$ cat src/hw/rtl/signature_rrip_replacement_streaming_top_assert.svh
// Assertion macros shared by the replacement-policy RTL.
// Each macro needs signals named clk and rst_n in the module that uses it.
`ifndef SIGNATURE_RRIP_REPLACEMENT_STREAMING_TOP_ASSERT_SVH
`define SIGNATURE_RRIP_REPLACEMENT_STREAMING_TOP_ASSERT_SVH

`ifndef SYNTHESIS

// Check a property on every rising edge outside reset.
`define SIGRRIP_ASSERT(lbl, prop) \
    lbl: assert property (@(posedge clk) disable iff (!rst_n) prop) \
        else $error("sigrrip assertion failed");

// Check a property on every rising edge, reset included.
`define SIGRRIP_ASSERT_ALWAYS(lbl, prop) \
    lbl: assert property (@(posedge clk) prop) \
        else $error("sigrrip assertion failed");

`else

`define SIGRRIP_ASSERT(lbl, prop)
`define SIGRRIP_ASSERT_ALWAYS(lbl, prop)

`endif

`endif

$ cat src/hw/rtl/sigrrip_pkg.sv
// Types and fixed constants of the signature-based RRIP replacement block.
// No dependencies; used by the controller, the datapath and the top level.
`timescale 1ns / 1ps

package sigrrip_pkg;

    // Field widths of one item
    localparam int SET_IN_W = 11;
    localparam int WAY_IN_W = 4;
    localparam int BLK_W    = 32;
    localparam int SIG_W    = 6;
    localparam int AGE_W    = 2;
    localparam int CTR_W    = 2;
    localparam int OUT_W    = 4;

    // Stream packing
    localparam int S_TDATA_W = 56;
    localparam int M_TDATA_W = 8;
    localparam int S_SET_LO  = 0;
    localparam int S_WAY_LO  = 11;
    localparam int S_BLK_LO  = 15;
    localparam int S_SIG_LO  = 47;
    localparam int S_HIT_BIT = 53;

    // Policy constants
    localparam logic [AGE_W-1:0] AGE_MAX  = 2'd3;
    localparam logic [CTR_W-1:0] CTR_MAX  = 2'd3;
    localparam logic [CTR_W-1:0] CTR_INIT = 2'd1;
    localparam logic [SIG_W-1:0] SIG_MASK = 6'h3F;

    // Request kinds
    localparam logic REQ_VICTIM = 1'b0;
    localparam logic REQ_UPDATE = 1'b1;

    // Commands from the controller to the datapath
    typedef struct packed {
        logic clear_step;
        logic load;
        logic reduce;
        logic rd;
        logic upd_wr;
        logic age_wr;
        logic scan_init;
        logic scan_step;
        logic res_capture;
        logic res_from_scan;
        logic out_load;
    } cmd_t;

    // Status from the datapath to the controller
    typedef struct packed {
        logic clear_done;
        logic is_update;
        logic stream;
        logic scan_hit;
        logic scan_end;
    } sts_t;

endpackage

$ cat src/hw/rtl/sigrrip_ctrl.sv
// Sequencing state machine of the replacement block.
// Depends on sigrrip_pkg and the assertion macro header.
`timescale 1ns / 1ps
`include "signature_rrip_replacement_streaming_top_assert.svh"

module sigrrip_ctrl (
    input  logic               clk,
    input  logic               rst_n,
    input  logic               in_valid,
    output logic               in_ready,
    output logic               out_valid,
    input  logic               out_ready,
    output sigrrip_pkg::cmd_t  cmd,
    input  sigrrip_pkg::sts_t  sts
);

    localparam logic [2:0] S_CLEAR  = 3'd0;
    localparam logic [2:0] S_IDLE   = 3'd1;
    localparam logic [2:0] S_REDUCE = 3'd2;
    localparam logic [2:0] S_READ   = 3'd3;
    localparam logic [2:0] S_EXEC   = 3'd4;
    localparam logic [2:0] S_SCAN   = 3'd5;
    localparam logic [2:0] S_AGE    = 3'd6;
    localparam logic [2:0] S_DONE   = 3'd7;

    logic [2:0] state_reg;
    logic [2:0] state_next;
    logic       out_valid_reg;
    logic       out_valid_next;

    // Next state and commands
    always_comb
    begin
        state_next = state_reg;
        cmd        = '0;
        case (state_reg)
            S_CLEAR:
            begin
                cmd.clear_step = 1'b1;
                if (sts.clear_done)
                begin
                    state_next = S_IDLE;
                end
            end
            S_IDLE:
            begin
                if (in_valid)
                begin
                    cmd.load   = 1'b1;
                    state_next = S_REDUCE;
                end
            end
            S_REDUCE:
            begin
                cmd.reduce = 1'b1;
                state_next = S_READ;
            end
            S_READ:
            begin
                cmd.rd     = 1'b1;
                state_next = S_EXEC;
            end
            S_EXEC:
            begin
                if (sts.is_update)
                begin
                    cmd.upd_wr = 1'b1;
                    state_next = S_IDLE;
                end
                else if (sts.stream)
                begin
                    cmd.scan_init = 1'b1;
                    state_next    = S_SCAN;
                end
                else
                begin
                    cmd.age_wr      = 1'b1;
                    cmd.res_capture = 1'b1;
                    state_next      = S_DONE;
                end
            end
            S_SCAN:
            begin
                cmd.scan_step = 1'b1;
                if (sts.scan_hit)
                begin
                    cmd.res_capture   = 1'b1;
                    cmd.res_from_scan = 1'b1;
                    state_next        = S_DONE;
                end
                else if (sts.scan_end)
                begin
                    state_next = S_AGE;
                end
            end
            S_AGE:
            begin
                cmd.age_wr      = 1'b1;
                cmd.res_capture = 1'b1;
                state_next      = S_DONE;
            end
            S_DONE:
            begin
                // Hand the result over once the output register is free
                if (!out_valid_reg || out_ready)
                begin
                    cmd.out_load = 1'b1;
                    state_next   = S_IDLE;
                end
            end
            default:
            begin
                state_next = S_CLEAR;
            end
        endcase
    end

    // Output register occupancy
    always_comb
    begin
        out_valid_next = out_valid_reg;
        if (cmd.out_load)
        begin
            out_valid_next = 1'b1;
        end
        else if (out_ready)
        begin
            out_valid_next = 1'b0;
        end
    end

    always_ff @(posedge clk or negedge rst_n)
    begin
        if (!rst_n)
        begin
            state_reg     <= S_CLEAR;
            out_valid_reg <= 1'b0;
        end
        else
        begin
            state_reg     <= state_next;
            out_valid_reg <= out_valid_next;
        end
    end

    assign in_ready  = (state_reg == S_IDLE);
    assign out_valid = out_valid_reg;

    `SIGRRIP_ASSERT(a_accept_goes_reduce, (in_valid && in_ready) |=> (state_reg == S_REDUCE))
    `SIGRRIP_ASSERT(a_clear_once, (state_reg != S_CLEAR) |=> (state_reg != S_CLEAR))
    `SIGRRIP_ASSERT(a_load_only_free, cmd.out_load |-> (!out_valid_reg || out_ready))
    `SIGRRIP_ASSERT_ALWAYS(a_no_result_in_clear, (state_reg == S_CLEAR) |-> !out_valid_reg)

endmodule

$ cat config.mk
export PLATFORM = sky130hd
export DESIGN_NAME = sigrrip_ctrl
export DESIGN_NICKNAME = d
export VERILOG_FILES = /design/src/hw/rtl/sigrrip_pkg.sv /design/src/hw/rtl/sigrrip_ctrl.sv
export VERILOG_INCLUDE_DIRS = /design/src /design/src/hw/rtl
export SDC_FILE = /design/constraint.sdc
export NUM_CORES = 1
export LEC_CHECK = 0
export BUFFER_PORTS_ARGS = -buffer_cell sky130_fd_sc_hd__buf_2
export CAP_MARGIN = 20
export CORE_AREA = 4 4 41 43
export DETAILED_ROUTE_END_ITERATION = 6
export DIE_AREA = 0 0 45 47
export MAX_ROUTING_LAYER = met4
export RECOVER_POWER = 100
export SETUP_SLACK_MARGIN = 0.1
export SYNTH_ARGS = -nofsm -noshare
export SYNTH_HDL_FRONTEND = slang
export SYNTH_SLANG_ARGS = --single-unit
$ cat constraint.sdc
create_clock -name clk -period 1.19 [get_ports clk]
set_input_delay 0.238 -clock clk [delete_from_list [all_inputs] [get_ports clk]]
set_output_delay 0.238 -clock clk [all_outputs]
set_load 0.01 [all_outputs]
==> run_summary.xml <==
<?xml version="1.0" encoding="UTF-8"?>
<metrics>
  <group name="grt">
    <metric name="grt_antenna_before_repair" unit="">0</metric>
    <metric name="grt_max_degree" unit="">9</metric>
    <metric name="globalRouteTotalUtil" unit="">0.143</metric>
    <metric name="global_route.overflow_total" unit="">0</metric>
    <metric name="wire_length_of_the_first_global_routing_pass" unit="µm">2060</metric>
    <metric name="first_global_vias" unit="">483</metric>
  </group>
  <group name="logic_synthesis">
    <metric name="synth-edff-count" unit="">0</metric>
    <metric name="dominantRegCellSynth" unit="">sky130_fd_sc_hd__dfrtp_1</metric>
    <metric name="syn_nets" unit="">54</metric>
    <metric name="synth_seq_area_share" unit="">0.283</metric>
    <metric name="post_synth_num_cell_types" unit="">24</metric>
    <metric name="netlist.top_cell.by_area" unit="">sky130_fd_sc_hd__dfrtp_1</metric>
    <metric name="postSynth.asyncResetShare" unit="">1.00</metric>
    <metric name="post_synth_mux_area_share" unit="">0</metric>
    <metric name="postSynthRegisterBits" unit="">4</metric>
    <metric name="synthesis.area_per_instance" unit="µm²">7.87</metric>
    <metric name="synth_top_area_share" unit="">0.283</metric>
    <metric name="synthXorXnorAreaFrac" unit="">0</metric>
    <metric name="synth-warning-count" unit="">0</metric>
    <metric name="synthCells" unit="">45</metric>
    <metric name="ys_top_cells_by_area" unit="">sky130_fd_sc_hd__dfrtp_1 (28%), sky130_fd_sc_hd__buf_4 (6.4%), sky130_fd_sc_hd__and2_1 (5.3%)</metric>
    <metric name="synth_most_common_cell" unit="">sky130_fd_sc_hd__nor2_1</metric>
    <metric name="synthesized_area_fraction_occupied_by_adder_cells" unit="">0</metric>
    <metric name="synth_simple_gate_area_frac" unit="">0.428</metric>
    <metric name="netlist_area" unit="µm²">354</metric>
    <metric name="area_fraction_in_compound_gates_after_synthesis" unit="">0.180</metric>
    <metric name="largest_family_of_logic_cells_by_synthesized_area" unit="">simple AND/OR/NAND/NOR gates</metric>
    <metric name="synth.top_cells.by_count" unit="">sky130_fd_sc_hd__nor2_1 (5), sky130_fd_sc_hd__dfrtp_1 (4)</metric>
  </group>
  <group name="setup_path">
    <metric name="critPathCaptureType" unit="">output pin</metric>
    <metric name="path_class" unit="">reg -&gt; out</metric>
    <metric name="critical_path_startpoint_category" unit="">register</metric>
    <metric name="crit_arrival" unit="ns">1.24</metric>
    <metric name="worstPathRequired" unit="ns">0.95</metric>
    <metric name="worst-path-max-fanout" unit="">4</metric>
  </group>
  <group name="place">
    <metric name="gp_congestion" unit="">0.784</metric>
    <metric name="place_hpwl" unit="µm">807</metric>
    <metric name="placement.io_buffers" unit="">21</metric>
    <metric name="post-place-ws" unit="ns">-0.107</metric>
  </group>
  <group name="floorplan">
    <metric name="floorplan.die_area" unit="mm²">0.00212</metric>
    <metric name="chipWidth" unit="µm">45</metric>
    <metric name="core_region_area" unit="mm²">0.00130</metric>
    <metric name="start_util" unit="">0.272</metric>
    <metric name="io-pin-count" unit="">22</metric>
    <metric name="num_rows" unit="">13</metric>
    <metric name="dieHeight" unit="µm">47</metric>
  </group>
  <group name="timing">
    <metric name="slew_at_the_pin_closest_to_its_max_slew_limit" unit="ns">0.235</metric>
    <metric name="fmax" unit="MHz">677</metric>
    <metric name="final-setup-viol-count" unit="">13</metric>
    <metric name="worst_slew_margin_rel" unit="">0.843</metric>
    <metric name="grt_setup_unrepaired" unit="">yes</metric>
    <metric name="final_min_period_over_clock_period" unit="">1.24</metric>
    <metric name="final-hold-violation-count" unit="">0</metric>
    <metric name="final_critical_path_setup_slack" unit="ns">-0.287</metric>
    <metric name="worst_clock_skew" unit="ns">0.0100</metric>
    <metric name="min_period" unit="ns">1.48</metric>
    <metric name="slew_violations" unit="">0</metric>
  </group>
  <group name="finish">
    <metric name="nNetsFinal" unit="">96</metric>
    <metric name="postLayoutCoreUtil" unit="">0.612</metric>
    <metric name="layout-area-overhead-vs-synth" unit="%">125</metric>
    <metric name="drive_gt1_frac" unit="">0.765</metric>
    <metric name="total_inserted_antenna_cells" unit="">0</metric>
    <metric name="largest_register_ff_count" unit="">3</metric>
  </group>
  <group name="cts">
    <metric name="tritoncts.num_buffers" unit="">3</metric>
    <metric name="clock_latency_late_sink" unit="ns">0.24</metric>
    <metric name="htreeDepth" unit="">1</metric>
    <metric name="ctsRootBufferMaster" unit="">sky130_fd_sc_hd__clkbuf_4</metric>
    <metric name="clock-sinks" unit="">4</metric>
    <metric name="cts_tree" unit="">done</metric>
    <metric name="cts-root-to-sink-buffers" unit="">2</metric>
    <metric name="clk_pin_slew" unit="ns">0.04</metric>
  </group>
  <group name="drt">
    <metric name="initialDrtViolationCount" unit="">1</metric>
    <metric name="routed_wl" unit="µm">1280</metric>
    <metric name="postRouteAntennaNets" unit="">0</metric>
    <metric name="drt_drc_violations_left" unit="">0</metric>
    <metric name="via_per_inst" unit="">4.71</metric>
    <metric name="wl_per_cell" unit="µm">12.8</metric>
    <metric name="number_of_search_and_repair_iterations_in_the_first_detailed_routing_pass" unit="">4</metric>
    <metric name="vias" unit="">471</metric>
  </group>
  <group name="power_and_ir_drop">
    <metric name="powerDensity" unit="mW/mm²">2710</metric>
    <metric name="worst_ir_drop_vdd" unit="mV">1.62</metric>
    <metric name="total_leakage_power" unit="nW">0.392</metric>
  </group>
  <group name="flow_run">
    <metric name="timing.max_cap.violations" unit="">0</metric>
  </group>
  <group name="hold_path">
    <metric name="worst_hold_path_type" unit="">in -&gt; reg</metric>
  </group>
  <group name="run_status">
    <metric name="violations" unit="">negative setup slack</metric>
    <metric name="outcome" unit="">complete, but fails checks</metric>
  </group>
</metrics>
-- where the power goes --
part	total, W	leakage, nW	switching [W]	internal [W]
Combinational	0.00170	0.333	0.000710	0.000986
Clock	0.000176	0.0138	0.0000630	0.000113
Sequential	0.000286	0.0451	0.0000744	0.000211
-- cells by family (layout without fill, tap and decap cells) --
family	after synthesis	after routing
AO/OA/AOI/OAI	8	8
buffers and inverters	7	47
flip-flops	4	4
AND/OR/NAND/NOR	26	26
-- layout make-up --
type / instances / area [µm²]
Fill cell: 124 / 505
Timing Repair Buffer: 42 / 323
Multi-Input combinational cell: 34 / 320
Sequential cell: 4 / 104
Clock buffer: 3 / 22.5
Tap cell: 15 / 18.8
Inverter: 2 / 7.51
-- critical path, cell delays in order (launching register included) --
cell and delay (ns):
sky130_fd_sc_hd__dfrtp_2 0.44, sky130_fd_sc_hd__o21ba_4 0.24, sky130_fd_sc_hd__o2bb2ai_2 0.05, sky130_fd_sc_hd__and2_1 0.13
sky130_fd_sc_hd__buf_2 0.13
-- metal layers --
metal | track usage | routed length (µm) | part of all wire | vias to the layer above
li1 | - | - | - | 241
met1 | 0.149 | 478 | 0.37 | 217
met2 | 0.243 | 727 | 0.57 | 13
met3 | 0.0536 | 75 | 0.059 | 0
met4 | 0.0526 | 0 | 0 | 0
met5 | - | 0 | 0 | -
-- cell usage in the layout (no fill, tap or decap), types with 2 or more instances in the layout --
| master | n |
|---|---|
| sky130_fd_sc_hd__and2_4 | 2 |
| sky130_fd_sc_hd__buf_2 | 18 |
| sky130_fd_sc_hd__buf_4 | 10 |
| sky130_fd_sc_hd__buf_6 | 11 |
| sky130_fd_sc_hd__clkbuf_4 | 3 |
| sky130_fd_sc_hd__dfrtp_2 | 3 |
| sky130_fd_sc_hd__inv_1 | 2 |
| sky130_fd_sc_hd__nand2b_1 | 2 |
| sky130_fd_sc_hd__nor2_1 | 4 |
| sky130_fd_sc_hd__nor3_2 | 2 |
| sky130_fd_sc_hd__nor3_4 | 2 |
| sky130_fd_sc_hd__nor3b_2 | 2 |
-- timing repair --
action                                  4_1_cts  5_1_grt
pin swaps                                     6        5
gates resized for setup                      15       17
hold endpoints to repair                      4        0
hold buffers                                  1        0
endpoints found under the setup margin       16       15
setup buffers                                 5        2
-- path summary, 6_finish.rpt --
path                                    from  cells past startpoint            to  slack, ns
worst max register to register  state_reg[2]                      6  state_reg[0]      -0.06
max in group asynchronous              rst_n                      2  state_reg[0]       0.62
worst max-delay path            state_reg[1]                      4        cmd[2]      -0.29
min in group asynchronous              rst_n                      2     out_valid       0.36
worst min-delay path               out_ready                      3     out_valid       0.33
worst min register to register  state_reg[0]                      2  state_reg[1]       0.66
-- stage by stage --
step	TNS [ns]	std cells	hold slack (ns)	total power [W]	instance area [µm²]
finish	-2.53	100	0.327	0.00216	796
global placement	-0.576	89	0.0468	0.00132	566
global route	-3.26	100	0.348	0.00232	796
CTS	-2.63	98	0.319	0.00186	702
floorplan	0	45	-0.0576	0.000951	389
detailed placement	-0.804	89	0.0484	0.00134	566
Power figures use the tool's default switching activity.
